--- src/rtl/pds_pkg.sv ---
`timescale 1ns / 1ps
// ----------------------------------------------------------------------------
// pds_pkg: shared constants for the proper divisor sum block
// Result width and the default input width.
// ----------------------------------------------------------------------------
package pds_pkg;

  // Width of the divisor sum result; sums saturate at its all-ones value.
  localparam int SUM_BITS = 34;

  // Default width of the number under test.
  localparam int NUMBER_BITS_DEF = 31;

endpackage

--- src/rtl/proper_divisor_sum.sv ---
`timescale 1ns / 1ps
// ----------------------------------------------------------------------------
// proper_divisor_sum: aliquot sum and perfect number test
// Sums the proper divisors of a number by trial division and flags perfect
// numbers.
// ----------------------------------------------------------------------------
//
//  Channel   Ports                                 Direction  Transfer when
//  input     in_valid, in_stall, in_number         in         valid & !stall
//  result    out_valid, out_stall,                 out        valid & !stall
//            out_aliquot_sum, out_perfect_flag
//
//  Trial divisors d = 2, 3, ... run while d <= number / d; each trial is one
//  pass of the serial divider; a found divisor is added in the ADD_D step
//  and its cofactor, if it differs, in the ADD_Q step. Numbers below 2 skip
//  the divider and go from the accepting step straight to the finishing one.
//  Reset is synchronous and active low. in_stall is high from an accepted
//  number until its result is moved to the output register; a result still
//  waiting in the output register delays that move, and no new number may
//  enter meanwhile.
// ----------------------------------------------------------------------------
module proper_divisor_sum
  import pds_pkg::*;
#(
  parameter int NUMBER_BITS = NUMBER_BITS_DEF
) (
  input  logic                   clk,
  input  logic                   rst_n,
  input  logic                   in_valid,
  output logic                   in_stall,
  input  logic [NUMBER_BITS-1:0] in_number,
  output logic                   out_valid,
  input  logic                   out_stall,
  output logic [SUM_BITS-1:0]    out_aliquot_sum,
  output logic                   out_perfect_flag
);

  localparam int AddW = ((NUMBER_BITS > SUM_BITS) ? NUMBER_BITS : SUM_BITS) + 1;

  localparam logic [2:0] S_IDLE   = 3'd0;
  localparam logic [2:0] S_DIVIDE = 3'd1;
  localparam logic [2:0] S_ADD_D  = 3'd2;
  localparam logic [2:0] S_ADD_Q  = 3'd3;
  localparam logic [2:0] S_FINISH = 3'd4;

  localparam logic [AddW-1:0] SumMax = {{(AddW - SUM_BITS){1'b0}}, {SUM_BITS{1'b1}}};

  logic [2:0]             state_r;
  logic [2:0]             state_nxt;
  logic [NUMBER_BITS-1:0] n_r;
  logic [NUMBER_BITS-1:0] n_nxt;
  logic [NUMBER_BITS-1:0] d_r;
  logic [NUMBER_BITS-1:0] d_nxt;
  logic [SUM_BITS-1:0]    acc_r;
  logic [SUM_BITS-1:0]    acc_nxt;
  logic                   out_valid_r;
  logic                   out_valid_nxt;
  logic [SUM_BITS-1:0]    out_sum_r;
  logic [SUM_BITS-1:0]    out_sum_nxt;
  logic                   out_perf_r;
  logic                   out_perf_nxt;

  logic                   in_xfer;
  logic                   div_start;
  logic                   div_done;
  logic [NUMBER_BITS-1:0] div_quo;
  logic [NUMBER_BITS-1:0] div_rem;
  logic [NUMBER_BITS-1:0] add_opnd;
  logic [AddW-1:0]        add_sum;
  logic [SUM_BITS-1:0]    sat_sum;
  logic                   slot_free;
  logic                   perfect;

  assign in_stall  = (state_r != S_IDLE);
  assign in_xfer   = in_valid && !in_stall;
  assign slot_free = !out_valid_r || !out_stall;

  // Shared trial divider: number / d.
  pds_div #(
    .W (NUMBER_BITS)
  ) u_div (
    .clk       (clk),
    .rst_n     (rst_n),
    .start     (div_start),
    .dividend  (n_nxt),
    .divisor   (d_nxt),
    .done      (div_done),
    .quotient  (div_quo),
    .remainder (div_rem)
  );

  // Saturating accumulate of either the divisor or its cofactor.
  assign add_opnd = (state_r == S_ADD_Q) ? div_quo : d_r;
  assign add_sum  = {{(AddW - SUM_BITS){1'b0}}, acc_r}
                  + {{(AddW - NUMBER_BITS){1'b0}}, add_opnd};
  assign sat_sum  = (add_sum >= SumMax) ? {SUM_BITS{1'b1}} : add_sum[SUM_BITS-1:0];

  // Perfect when the sum equals a number of at least two.
  assign perfect = (|n_r[NUMBER_BITS-1:1]) &&
                   ({{(AddW - SUM_BITS){1'b0}}, acc_r}
                    == {{(AddW - NUMBER_BITS){1'b0}}, n_r});

  // Sequencer over the trial divisors.
  always_comb begin
    state_nxt     = state_r;
    n_nxt         = n_r;
    d_nxt         = d_r;
    acc_nxt       = acc_r;
    div_start     = 1'b0;
    out_valid_nxt = out_valid_r && out_stall;
    out_sum_nxt   = out_sum_r;
    out_perf_nxt  = out_perf_r;
    unique case (state_r)
      S_IDLE: begin
        if (in_xfer) begin
          n_nxt = in_number;
          d_nxt = NUMBER_BITS'(2);
          if (|in_number[NUMBER_BITS-1:1]) begin
            acc_nxt   = SUM_BITS'(1);
            div_start = 1'b1;
            state_nxt = S_DIVIDE;
          end else begin
            acc_nxt   = '0;
            state_nxt = S_FINISH;
          end
        end
      end
      S_DIVIDE: begin
        if (div_done) begin
          if (d_r > div_quo) begin
            state_nxt = S_FINISH;
          end else if (div_rem == '0) begin
            state_nxt = S_ADD_D;
          end else begin
            d_nxt     = d_r + 1'b1;
            div_start = 1'b1;
          end
        end
      end
      S_ADD_D: begin
        acc_nxt = sat_sum;
        if (div_quo != d_r) begin
          state_nxt = S_ADD_Q;
        end else begin
          d_nxt     = d_r + 1'b1;
          div_start = 1'b1;
          state_nxt = S_DIVIDE;
        end
      end
      S_ADD_Q: begin
        acc_nxt   = sat_sum;
        d_nxt     = d_r + 1'b1;
        div_start = 1'b1;
        state_nxt = S_DIVIDE;
      end
      S_FINISH: begin
        if (slot_free) begin
          out_valid_nxt = 1'b1;
          out_sum_nxt   = acc_r;
          out_perf_nxt  = perfect;
          state_nxt     = S_IDLE;
        end
      end
      default: begin
        state_nxt = S_IDLE;
      end
    endcase
  end

  // Control registers.
  always_ff @(posedge clk) begin
    if (!rst_n) begin
      state_r     <= S_IDLE;
      out_valid_r <= 1'b0;
    end else begin
      state_r     <= state_nxt;
      out_valid_r <= out_valid_nxt;
    end
  end

  // Datapath and result registers.
  always_ff @(posedge clk) begin
    n_r       <= n_nxt;
    d_r       <= d_nxt;
    acc_r     <= acc_nxt;
    out_sum_r <= out_sum_nxt;
    out_perf_r <= out_perf_nxt;
  end

  assign out_valid        = out_valid_r;
  assign out_aliquot_sum  = out_sum_r;
  assign out_perfect_flag = out_perf_r;

  // The divider only finishes while the sequencer waits for it.
  a_done_in_divide: assert property (@(posedge clk) disable iff (!rst_n)
    div_done |-> state_r == S_DIVIDE)
    else $error("divider finished outside the divide step");

  // A divisor is only added when it divides the number exactly.
  a_add_exact: assert property (@(posedge clk) disable iff (!rst_n)
    (state_r == S_ADD_D) |-> (div_rem == '0) && (d_r <= div_quo))
    else $error("divisor added without an exact division");

  // The cofactor is only added when it differs from the divisor.
  a_cofactor_distinct: assert property (@(posedge clk) disable iff (!rst_n)
    (state_r == S_ADD_Q) |-> (div_quo != d_r))
    else $error("cofactor added twice");

  // A result is only loaded from the finishing step.
  a_load_from_finish: assert property (@(posedge clk) disable iff (!rst_n)
    $rose(out_valid_r) |-> $past(state_r) == S_FINISH)
    else $error("result loaded outside the finishing step");

endmodule

--- src/rtl/pds_div.sv ---
`timescale 1ns / 1ps
// ----------------------------------------------------------------------------
// pds_div: serial restoring divider
// Produces one quotient bit per cycle; quotient and remainder hold until the
// next start.
// ----------------------------------------------------------------------------
module pds_div #(
  parameter int W = 31
) (
  input  logic         clk,
  input  logic         rst_n,
  input  logic         start,
  input  logic [W-1:0] dividend,
  input  logic [W-1:0] divisor,
  output logic         done,
  output logic [W-1:0] quotient,
  output logic [W-1:0] remainder
);

  localparam int CntW = $clog2(W + 1);

  logic [CntW-1:0] cnt_r;
  logic [CntW-1:0] cnt_nxt;
  logic            done_r;
  logic            done_nxt;
  logic [W-1:0]    quo_r;
  logic [W-1:0]    quo_nxt;
  logic [W-1:0]    rem_r;
  logic [W-1:0]    rem_nxt;
  logic [W-1:0]    dsr_r;
  logic [W-1:0]    dsr_nxt;
  logic [W:0]      trial;
  logic [W:0]      diff;
  logic            fits;

  // Shift the next dividend bit into the partial remainder and try a subtract.
  assign trial = {rem_r, quo_r[W-1]};
  assign diff  = trial - {1'b0, dsr_r};
  assign fits  = ~diff[W];

  always_comb begin
    cnt_nxt  = cnt_r;
    done_nxt = 1'b0;
    quo_nxt  = quo_r;
    rem_nxt  = rem_r;
    dsr_nxt  = dsr_r;
    if (start) begin
      cnt_nxt = CntW'(W);
      quo_nxt = dividend;
      rem_nxt = '0;
      dsr_nxt = divisor;
    end else if (cnt_r != '0) begin
      cnt_nxt  = cnt_r - 1'b1;
      done_nxt = (cnt_r == CntW'(1));
      quo_nxt  = {quo_r[W-2:0], fits};
      rem_nxt  = fits ? diff[W-1:0] : trial[W-1:0];
    end
  end

  // Control state is reset; the datapath registers are not.
  always_ff @(posedge clk) begin
    if (!rst_n) begin
      cnt_r  <= '0;
      done_r <= 1'b0;
    end else begin
      cnt_r  <= cnt_nxt;
      done_r <= done_nxt;
    end
  end

  always_ff @(posedge clk) begin
    quo_r <= quo_nxt;
    rem_r <= rem_nxt;
    dsr_r <= dsr_nxt;
  end

  assign done      = done_r;
  assign quotient  = quo_r;
  assign remainder = rem_r;

  // A finished division always comes from a running count.
  a_done_after_count: assert property (@(posedge clk) disable iff (!rst_n)
    done_r |-> $past(cnt_r) == CntW'(1))
    else $error("divider done without a final step");

  // A start loads the full step count.
  a_start_loads: assert property (@(posedge clk) disable iff (!rst_n)
    start |=> cnt_r == CntW'(W))
    else $error("divider start did not load the step count");

  // The partial remainder stays below the divisor while stepping.
  a_rem_below: assert property (@(posedge clk) disable iff (!rst_n)
    (cnt_r != '0) && (dsr_r != '0) |-> rem_r < dsr_r)
    else $error("partial remainder out of range");

endmodule

--- config.mk ---
export PLATFORM = sky130hd
export DESIGN_NAME = proper_divisor_sum
export DESIGN_NICKNAME = d
export VERILOG_FILES = /design/src/rtl/pds_pkg.sv /design/src/rtl/proper_divisor_sum.sv /design/src/rtl/pds_div.sv
export SDC_FILE = /design/constraint.sdc
export NUM_CORES = 1
export LEC_CHECK = 0
export BUFFER_PORTS_ARGS = -buffer_cell sky130_fd_sc_hd__buf_2
export CAP_MARGIN = 20
export CORE_MARGIN = 2
export CORE_UTILIZATION = 55
export DETAILED_ROUTE_END_ITERATION = 7
export PLACE_DENSITY = 0.73
export SLEW_MARGIN = 20
export SYNTH_ARGS = -nofsm -noshare
export SYNTH_HDL_FRONTEND = slang
export SYNTH_SLANG_ARGS = --single-unit
--- constraint.sdc ---
create_clock -name clk -period 3.8 [get_ports clk]
set_clock_uncertainty 0.2 [all_clocks]
set_input_delay 0 -clock clk [delete_from_list [all_inputs] [get_ports clk]]
set_output_delay 0 -clock clk [all_outputs]
set_load 0.01 [all_outputs]
Word-level counts from Yosys, hierarchy flattened
Index checks and enable logic that the tools add are counted.
Storage, ports and cells
  register bits after elaboration: 234
  bits of input ports: 35
  output and inout port bits: 37
  word-level logic and storage cells: 87
Cells by class
  $add $sub $neg: 4
  $lt $le $gt $ge: 2
  equality and inequality tests: 11
  muxes and demuxes: 35
  bitwise logic cells: 3
  reduce and logical (&&, ||, !) cells: 20
Operator list (count)
  31-bit two-way mux: 11
  31-bit case mux with 4 select lines: 1
  34-bit two-way mux: 2
  34-bit case mux with 2 select lines: 1
  30-bit OR reduction: 2
  34-bit by 31-bit adder with 35-bit output: 1
  35-bit by 34-bit greater-or-equal comparator with 1-bit output, second input constant: 1
  34-bit by 31-bit == test with 1-bit output: 1
  32-bit by 31-bit subtractor with 32-bit output: 1
  31-bit by 1-bit adder with 31-bit output, second input constant: 1
  31-bit > comparator: 1
  31-bit zero test: 1
  31-bit inequality test: 1
  3-bit two-way mux: 6
  3-bit case mux with 5 select lines: 1
  5-bit two-way mux: 2
  1-bit two-way mux: 9
  3-bit by 2-bit == test with 1-bit output, second input constant: 2
  5-bit by 1-bit == test with 1-bit output, second input constant: 1
  5-bit nonzero test: 1
  5-bit by 1-bit subtractor with 5-bit output, second input constant: 1
  2-bit inequality test, second input constant: 2
  1-bit case mux with 4 select lines: 1
  2-bit AND reduction: 2
  other kinds (15): 22

Longest topological paths before layout
Gate-level depths: netlist (run 1).
  depth in word-level cells: 6
  mapped depth: 18
  depth with buffers taken out: 15

By module
Synthesis (run 1) repeated with hierarchy kept, for this count alone.
Second synthesis, totals
  cell total of the unflattened synthesis: 1527
  area total of the unflattened synthesis: 14451.4 um^2
By module, submodules not included
  proper_divisor_sum: times used 1, cells each 928, area each 8519.4 um^2, seq. area each 3393.3 um^2
  pds_div: times used 1, cells each 599, area each 5931.9 um^2, seq. area each 2602.5 um^2

Least setup slack after synthesis (run 1)
Ideal clock, no wire load.
  path kind: reg2reg
  start point: register state_r[1]
  end point: register acc_r[13] (data pin)
  setup time: 270 ps
  arrival time: 3405 ps
  required time: 3330 ps
  path slack: -75 ps
  stages on the path, launching flop included: 17
  buffers on the path: 2
  clock period less this slack: 3875 ps
  cell sequence: dfxtp_1 -> clkbuf_1 -> nor2b_1 -> nand2_1 -> clkbuf_1 -> nand2_1 -> o21ai_0 -> ha_1 -> a2111oi_0 -> o21ai_1 -> and3_1 -> o21a_1 -> nor2_1 -> nor3_1 -> a2111oi_0 -> xor2_1 -> a21oi_1
Between the ends
  cells in the longest elaborated chain, start to end: 6
  elaborated cells on any way between the ends: 9
  those cells by class: add/sub: 1; order compare: 1; eq/ne: 2; mux: 3; reduce/logical: 2
RTL lines
  from (decl): line proper_divisor_sum.sv:48  | logic [2:0] state_r;
  from (signal assigned): line proper_divisor_sum.sv:176  | state_r <= state_nxt;
  3-bit by 2-bit == test with 1-bit output: line proper_divisor_sum.sv:93, proper_divisor_sum.sv:113
  31-bit two-way mux: line proper_divisor_sum.sv:93  | assign add_opnd = (state_r == S_ADD_Q) ? div_quo : d_r;
  34-bit by 31-bit adder with 35-bit output: line proper_divisor_sum.sv:95  | + {{(AddW - NUMBER_BITS){1'b0}}, add_opnd};
  35-bit by 34-bit greater-or-equal comparator with 1-bit output: line proper_divisor_sum.sv:96  | assign sat_sum = (add_sum >= SumMax) ? {SUM_BITS{1'b1}} : add_sum[SUM_BITS-1:0];
  34-bit two-way mux: line proper_divisor_sum.sv:96
  34-bit case mux with 2 select lines *: line proper_divisor_sum.sv:113  | unique case (state_r)
  to (signal assigned): line proper_divisor_sum.sv:185  | acc_r <= acc_nxt;
  to (decl): line proper_divisor_sum.sv:54  | logic [SUM_BITS-1:0] acc_r;
Every way passes the cells marked *; elsewhere a longest branch is shown, timed or not.
A chain may end at the register's enable or synchronous reset.

Worst setup path after layout (run 1)
  start point: register state_r[1]
  end point: register acc_r[33] (data pin)
Same word-level chain as after synthesis.

==> summary.txt, run 1 <==
Logic synthesis
  – Post-Synth Adder-Cell Area: about 8.6%
  – Ys flop type: edfxtp_1
  – XOR/XNOR Fraction of Synth Area: under 10%
  – Number of synthesized flops with an enable pin: around 130
  – Complex-gate fraction of the synthesized area: 19.4%
  – Main combinational cell family by area after synthesis: compound AO/OA/AOI/OAI gates
  – Yosys Warn Count: 0
  – Post-synthesis mux area share: 3.02%
  – Synth Register Bits: roughly 230
  – Net Count, Synth: around 1700
  – Syn Area/Cell: around 9.2 µm²
  – Syn Inst Count: approximately 1600
  – Async SR Flop Fraction: 0%
  – Synth cell types: 81
  – Synthesized area: ~0.015 mm²
  – Simple-gate portion of the synthesized area: between 15 and 20%
  – Seq/Total Area, Yosys: about two fifths

Final layout
  – Post-layout nets: approximately 1900
  – Fin cells: 2071
  – Final Cell Area: roughly 0.017 mm²
  – Area grow syn2layout: 16.5%
  – Antenna cells: 0
  – Multi-input gate area: 0.00806 mm²
  – Fillers: between 2000 and 2500
  – Util after Layout: about two thirds
  – Storage element area: between 0.005 and 0.006 mm²
  – Share of layout cells above drive strength 1: 15.2%

Drt
  – Drt pass-1 iters: 5
  – DR iter-0 viols: about 1200
  – DR WL/cell: approximately 18 µm
  – Vias: roughly 12000
  – Antenna-violating nets left: 0
  – Remaining DRCs: 0
  – Post-Route WL: around 38000 µm
  – Routed vias/inst: approximately 6.0

Clock network
  – CTS H-Tree Depth: 1
  – Clock slew at reported path FFs: 0.07 ns
  – Clock Sinks: 234
  – CTS Root Cell: clkbuf_16
  – CTS Buffer Depth: 3
  – Worst skew pair latency: between 0.5 and 0.6 ns
  – Number of CTS-inserted buffers: 25
  – CTS tree: done

Pwr
  – Static Leak: 7.11 nW
  – PwrDens: between 600 and 700 mW/mm²
  – VDD IR max: approximately 0.68 mV
  – Total power: around 10 mW

Timing
  – Max Fclk: between 0.2 and 0.3 GHz
  – Final hold vios: 0
  – Min Hold Slack: ~0.051 ns
  – Final min period: approximately 3.6 ns
  – Post-route setup slack: about 0.16 ns
  – Setup TNS: 0 ns
  – Final Setup Violations: 0
  – Fin crit share: 95.8%
  – Worst-Margin Slew: roughly 0.67 ns
  – Max_slew headroom: a little over half
  – Final-report max-slew violation count: 0

Floorplanning
  – Initial Utilization: roughly 56%
  – DIE AREA: about 0.028 mm²
  – Chip height: 167 µm
  – Die Wd: ~170 µm
  – # rows: 59
  – Ports: 72
  – Core Box Area: about 0.026 mm²

GRT
  – First-pass GRT wire length: ~60000 µm
  – Vias in the first global route: around 12000
  – Initial antenna violation count: 0
  – Pin count of the biggest net entering global routing: a little under 60
  – Total Routing Usage GR: between 20% and 30%
  – Total gr overflow: 0

Place
  – Post-detail-place hpwl: roughly 27000 µm
  – Placed Cells: 1984
  – RePlAce Congestion: just over 0.9
  – Pre-CTS setup slack: -0.0252 ns
  – I/O Buffers: 71
  – Placed Area: between 0.015 and 0.02 mm²

Critical path
  – Crit start category: register
  – Critical Path AT: roughly 3.8 ns
  – Worst Setup SP: state_r[1]$_SDFFE_PN0P_
  – CP Max Fanout: 33
  – Crit Reg-Reg Startpoint: state_r[1]$_SDFFE_PN0P_
  – Worst path required time: about 4 ns
  – CP Class: reg -> reg
  – Worst setup EP type: register

Min path
  – Hold crit path type: in -> reg
  – Hold path start: in_number[2]

Run status
  – Run status: finished clean

Job
  – Maxcap violations: 0
==> final timing paths <==
| check | to | slack (ns) | cells past startpoint |
|---|---|---|---|
| hold / removal | n_r[2]$_DFF_P_ | 0.05 | 4 |
| setup reg to reg | acc_r[33]$_SDFFCE_PP0P_ | 0.16 | 15 |
| setup / recovery | acc_r[33]$_SDFFCE_PP0P_ | 0.16 | 15 |
| hold reg to reg | n_r[17]$_DFF_P_ | 0.30 | 2 |
==> critical path, cell delays in order, from the launching register on <==
cell	delay, ns
dfxtp_1	0.33
nor2b_4	0.16
nand2_2	0.09
buf_12	0.17
buf_12	0.16
nand2_1	0.08
o21ai_0	0.15
ha_1	0.43
and3_1	0.25
nand4_1	0.18
nor4_1	0.33
a21oi_1	0.11
buf_4	0.15
a21o_2	0.24
a2111o_1	0.41
nand2_1	0.06
==> repair_timing <==
action / 4_1_cts / 5_1_grt
endpoints found under the setup margin: 29 / 34
buffers inserted: 0 / 2
hold endpoints to repair: 101 / 0
gates resized for setup: 4 / 19
pin swaps: 0 / 5
hold buffers: 40 / 0
==> cell type report <==
class / count / share of cell area, %
well taps: 335 / 2.47
clock inverters: 14 / 0.701
multi-input cells: 1198 / 47.5
clock buffers: 31 / 4.38
inverters: 87 / 1.93
flip-flops and latches: 234 / 35.4
repair buffers: 172 / 7.67
==> cell usage in the layout (no fill, tap or decap), types with 22 or more instances in the layout <==
| cell | netlist | routed |
|---|---|---|
| dlygate4sd3_1 | 0 | 40 |
| clkbuf_16 | 0 | 28 |
| a21oi_1 | 107 | 104 |
| nor2_1 | 93 | 93 |
| dfxtp_1 | 103 | 103 |
| mux2_2 | 24 | 24 |
| ha_1 | 97 | 97 |
| nand2_1 | 237 | 236 |
| inv_1 | 87 | 87 |
| buf_2 | 22 | 71 |
| o21ai_0 | 100 | 99 |
| nor4_1 | 34 | 34 |
| a21o_1 | 32 | 31 |
| buf_4 | 3 | 54 |
| xnor2_1 | 22 | 22 |
| xor2_1 | 56 | 56 |
| edfxtp_1 | 131 | 131 |
| a31oi_1 | 25 | 24 |
| nand3_1 | 47 | 47 |
| nor3_1 | 28 | 26 |
==> synthesized netlist by cell type, types with 21 or more instances <==
master      n  area, µm²
a21o_1     32        240
a21oi_1   107        536
a31oi_1    25        156
buf_2      22        110
clkbuf_1   37        139
dfxtp_1   103       2060
edfxtp_1  131       3930
ha_1       97       1210
inv_1      87        327
mux2_2     24        270
nand2_1   237        890
nand3_1    47        235
nand4_1    21        131
nor2_1     93        349
nor3_1     28        140
nor4_1     34        213
o21ai_0   100        500
o31ai_1    23        173
xnor2_1    22        193
xor2_1     56        490
==> cells by family (layout without fill, tap and decap cells) <==
| logic type | Yosys count | after routing |
|---|---|---|
| flops | 234 | 234 |
| mux | 40 | 40 |
| fa+ha+maj | 99 | 99 |
| compound gates | 418 | 418 |
| buf+inv | 156 | 304 |
| simple gates | 561 | 561 |
| xor+xnor | 80 | 80 |
==> power by group <==
part | switching, mW | internal, mW
sequential | 0.438 | 3.27
combinational | 2.41 | 1.75
clock | 1.06 | 1.46
total | 3.91 | 6.48
==> sequential cells by signal (all words and copies together), names as in the netlist <==
| register | flops |
|---|---|
| u_div.quotient | 31 |
| u_div.remainder | 31 |
| out_valid | 1 |
| u_div.done | 1 |
| d_r | 31 |
| acc_r | 34 |
| n_r | 31 |
| state_r | 3 |
| u_div.dsr_r | 31 |
| u_div.cnt_r | 5 |
| out_aliquot_sum | 34 |
| out_perfect_flag | 1 |
==> routing by layer <==
metal / wire length [µm] / GRT usage (%) / part of all wire [%]
met1: 16600 / 36.3 / 44
met2: 17200 / 42.8 / 45
met3: 2420 / 3.35 / 6.4
met4: 1660 / 12.0 / 4.4
met5: 0 / 0 / 0
No activity file was read; power rests on OpenSTA's default activity.
==> run 2, diff against run 1 <==
RECOVER_POWER = 25   (was default)
==> run 2 against run 1 <==
Hold slack better by 0.0030 ns. Design area down 0.35%. Total power hardly changed. Flip-flop and latch count stayed put. Critical path type unchanged. Critical endpoint unchanged. Largest cell class unchanged. Highest routed layer unchanged.
==> summary.txt, run 2 (synthesis results as in run 1) <==
Critical path
  – CP max-delay cell: ha_1
  – CP Class: reg -> reg
  – Crit path largest cell delay: between 0.4 and 0.5 ns
  – Worst setup EP type: register
  – CP Max Fanout: 33
  – Critical Path AT: approximately 3.9 ns
  – Crit start category: register
  – Crit path cell chain: nor2b_4, nand2_2, buf_12, buf_12, nand2_1, o21ai_0, ha_1, and3_1, nand4_1, nor4_1, a21oi_1, buf_4, a21o_2, a2111o_1, nand2_1
  – Flop2flop setup slack: 0.15 ns
  – Worst path required time: roughly 4.0 ns

GRT
  – Pin count of the biggest net entering global routing: 58
  – Initial antenna violation count: 0
  – Vias in the first global route: 11800
  – First-pass GRT wire length: 60500 µm
  – Total gr overflow: 0
  – Total Routing Usage GR: a little over a quarter

Floorplanning
  – Die Wd: ~170 µm
  – Core Box Area: 0.0261 mm²
  – Ports: 72
  – Initial Utilization: a little under three fifths
  – DIE AREA: roughly 0.028 mm²
  – # rows: 59
  – Chip height: approximately 170 µm

Pwr
  – Static Leak: around 7.0 nW
  – PwrDens: 615 mW/mm²
  – VDD IR max: about 0.68 mV

Clock network
  – Clock slew at reported path FFs: about 0.07 ns
  – Worst skew pair latency: ~0.53 ns
  – CTS H-Tree Depth: 1
  – CTS tree: done
  – Clock Sinks: about 230
  – Number of CTS-inserted buffers: 25
  – CTS Buffer Depth: 3
  – CTS Root Cell: clkbuf_16

Place
  – Placed Area: ~0.016 mm²
  – I/O Buffers: 71
  – Post-detail-place hpwl: about 27000 µm
  – Pre-CTS setup slack: -0.0252 ns
  – RePlAce Congestion: between 0.9 and 1
  – Placed Cells: just under 2000

Drt
  – DR iter-0 viols: around 1200
  – Post-Route WL: 38000 µm
  – Antenna-violating nets left: 0
  – Vias: approximately 12000
  – Drt pass-1 iters: 5
  – Routed vias/inst: 6.01
  – Remaining DRCs: 0
  – DR WL/cell: approximately 18 µm

Final layout
  – Fin cells: about 2100
  – Util after Layout: between 60 and 70%
  – Commonest cells after routing, fill and taps aside: 236 x nand2_1, 131 x edfxtp_1, 104 x a21oi_1
  – Final Cell Area: 0.0169 mm²
  – Antenna cells: 0
  – Most common cell after layout, fill and taps aside: nand2_1
  – Share of layout cells above drive strength 1: 13.0%
  – Area grow syn2layout: 16.1%
  – Fillers: approximately 2100
  – Post-layout nets: between 1500 and 2000

Job
  – Maxcap violations: 0

Timing
  – Fin crit share: 96.1%
  – Min Hold Slack: 0.0544 ns
  – Max_slew headroom: between 7 and 8%
  – Final-report max-slew violation count: 0
  – Final min period: ~3.7 ns
  – Final Setup Violations: 0
  – Final hold vios: 0
  – Worst-Margin Slew: 1.39 ns
  – Max Fclk: 0.274 GHz
  – Post-route setup slack: approximately 0.15 ns

Run status
  – Run status: finished clean

Min path
  – Hold crit path type: in -> reg
==> run 2: cell count changes in the layout (fill, tap and decap cells not counted), sizes merged <==
cell / change
buf: -40
clkbuf: +40
==> run 2: critical path: cells and delay by family, from the launching register on <==
| family | cells | cell delay (ns) |
|---|---|---|
| and+or+nand+nor | 7 | 1.15 |
| buffers and inverters | 3 | 0.48 |
| DFF | 1 | 0.33 |
| AOI/OAI and AO/OA | 4 | 0.92 |
| adders and majority gates | 1 | 0.43 |
==> run 2: cell type report <==
class / count / area, µm² / area share (%)
clock buffer: 31 / 742 / 4.39
clock inverter: 14 / 119 / 0.703
inverter: 87 / 327 / 1.93
multi-input combinational: 1198 / 8060 / 47.7
sequential: 234 / 6000 / 35.5
tap: 335 / 419 / 2.48
timing repair buffer: 172 / 1240 / 7.35
==> run 2: path summary, 6_finish.rpt <==
check	end	depth (start not counted)	startpoint
worst max-delay path	acc_r[33]$_SDFFCE_PP0P_	15	state_r[1]$_SDFFE_PN0P_
worst min-delay path	n_r[2]$_DFF_P_	4	in_number[2]
worst max register to register	acc_r[33]$_SDFFCE_PP0P_	15	state_r[1]$_SDFFE_PN0P_
worst min register to register	u_div.remainder[27]$_SDFFE_PP0P_	2	u_div.remainder[27]$_SDFFE_PP0P_
==> run 2: what timing repair did <==
action,in CTS,in global routing
endpoints found under the setup margin,29,34
hold buffers,40,0
hold endpoints to repair,101,0
pin swaps,0,5
resized for setup,4,19
setup buffers,0,2
gates cloned,0,0
==> run 2: per-layer routing <==
metal / track usage [%] / wire [µm] / share of wire, %
met1: 36.3 / 16800 / 44
met2: 42.8 / 17100 / 45
met3: 3.35 / 2280 / 6.0
met4: 12.0 / 1710 / 4.5
met5: 0 / 0 / 0
==> run 2: per-stage QoR <==
| step | setup TNS (ns) | power [mW] |
|---|---|---|
| 2_1_floorplan | 0 | 6.78 |
| 3_3_place_gp | 0 | 7.69 |
| 3_5_place_dp | -0.132 | 7.79 |
| 4_1_cts | 0 | 10.4 |
| 5_1_grt | -0.00182 | 11.0 |
| 6_report | 0 | 10.4 |
==> run 2: where the power goes <==
part | internal (mW) | total, mW | switching [mW]
combinational | 1.75 | 4.17 | 2.42
sequential | 3.27 | 3.71 | 0.440
clock | 1.46 | 2.53 | 1.06
total | 6.48 | 10.4 | 3.92
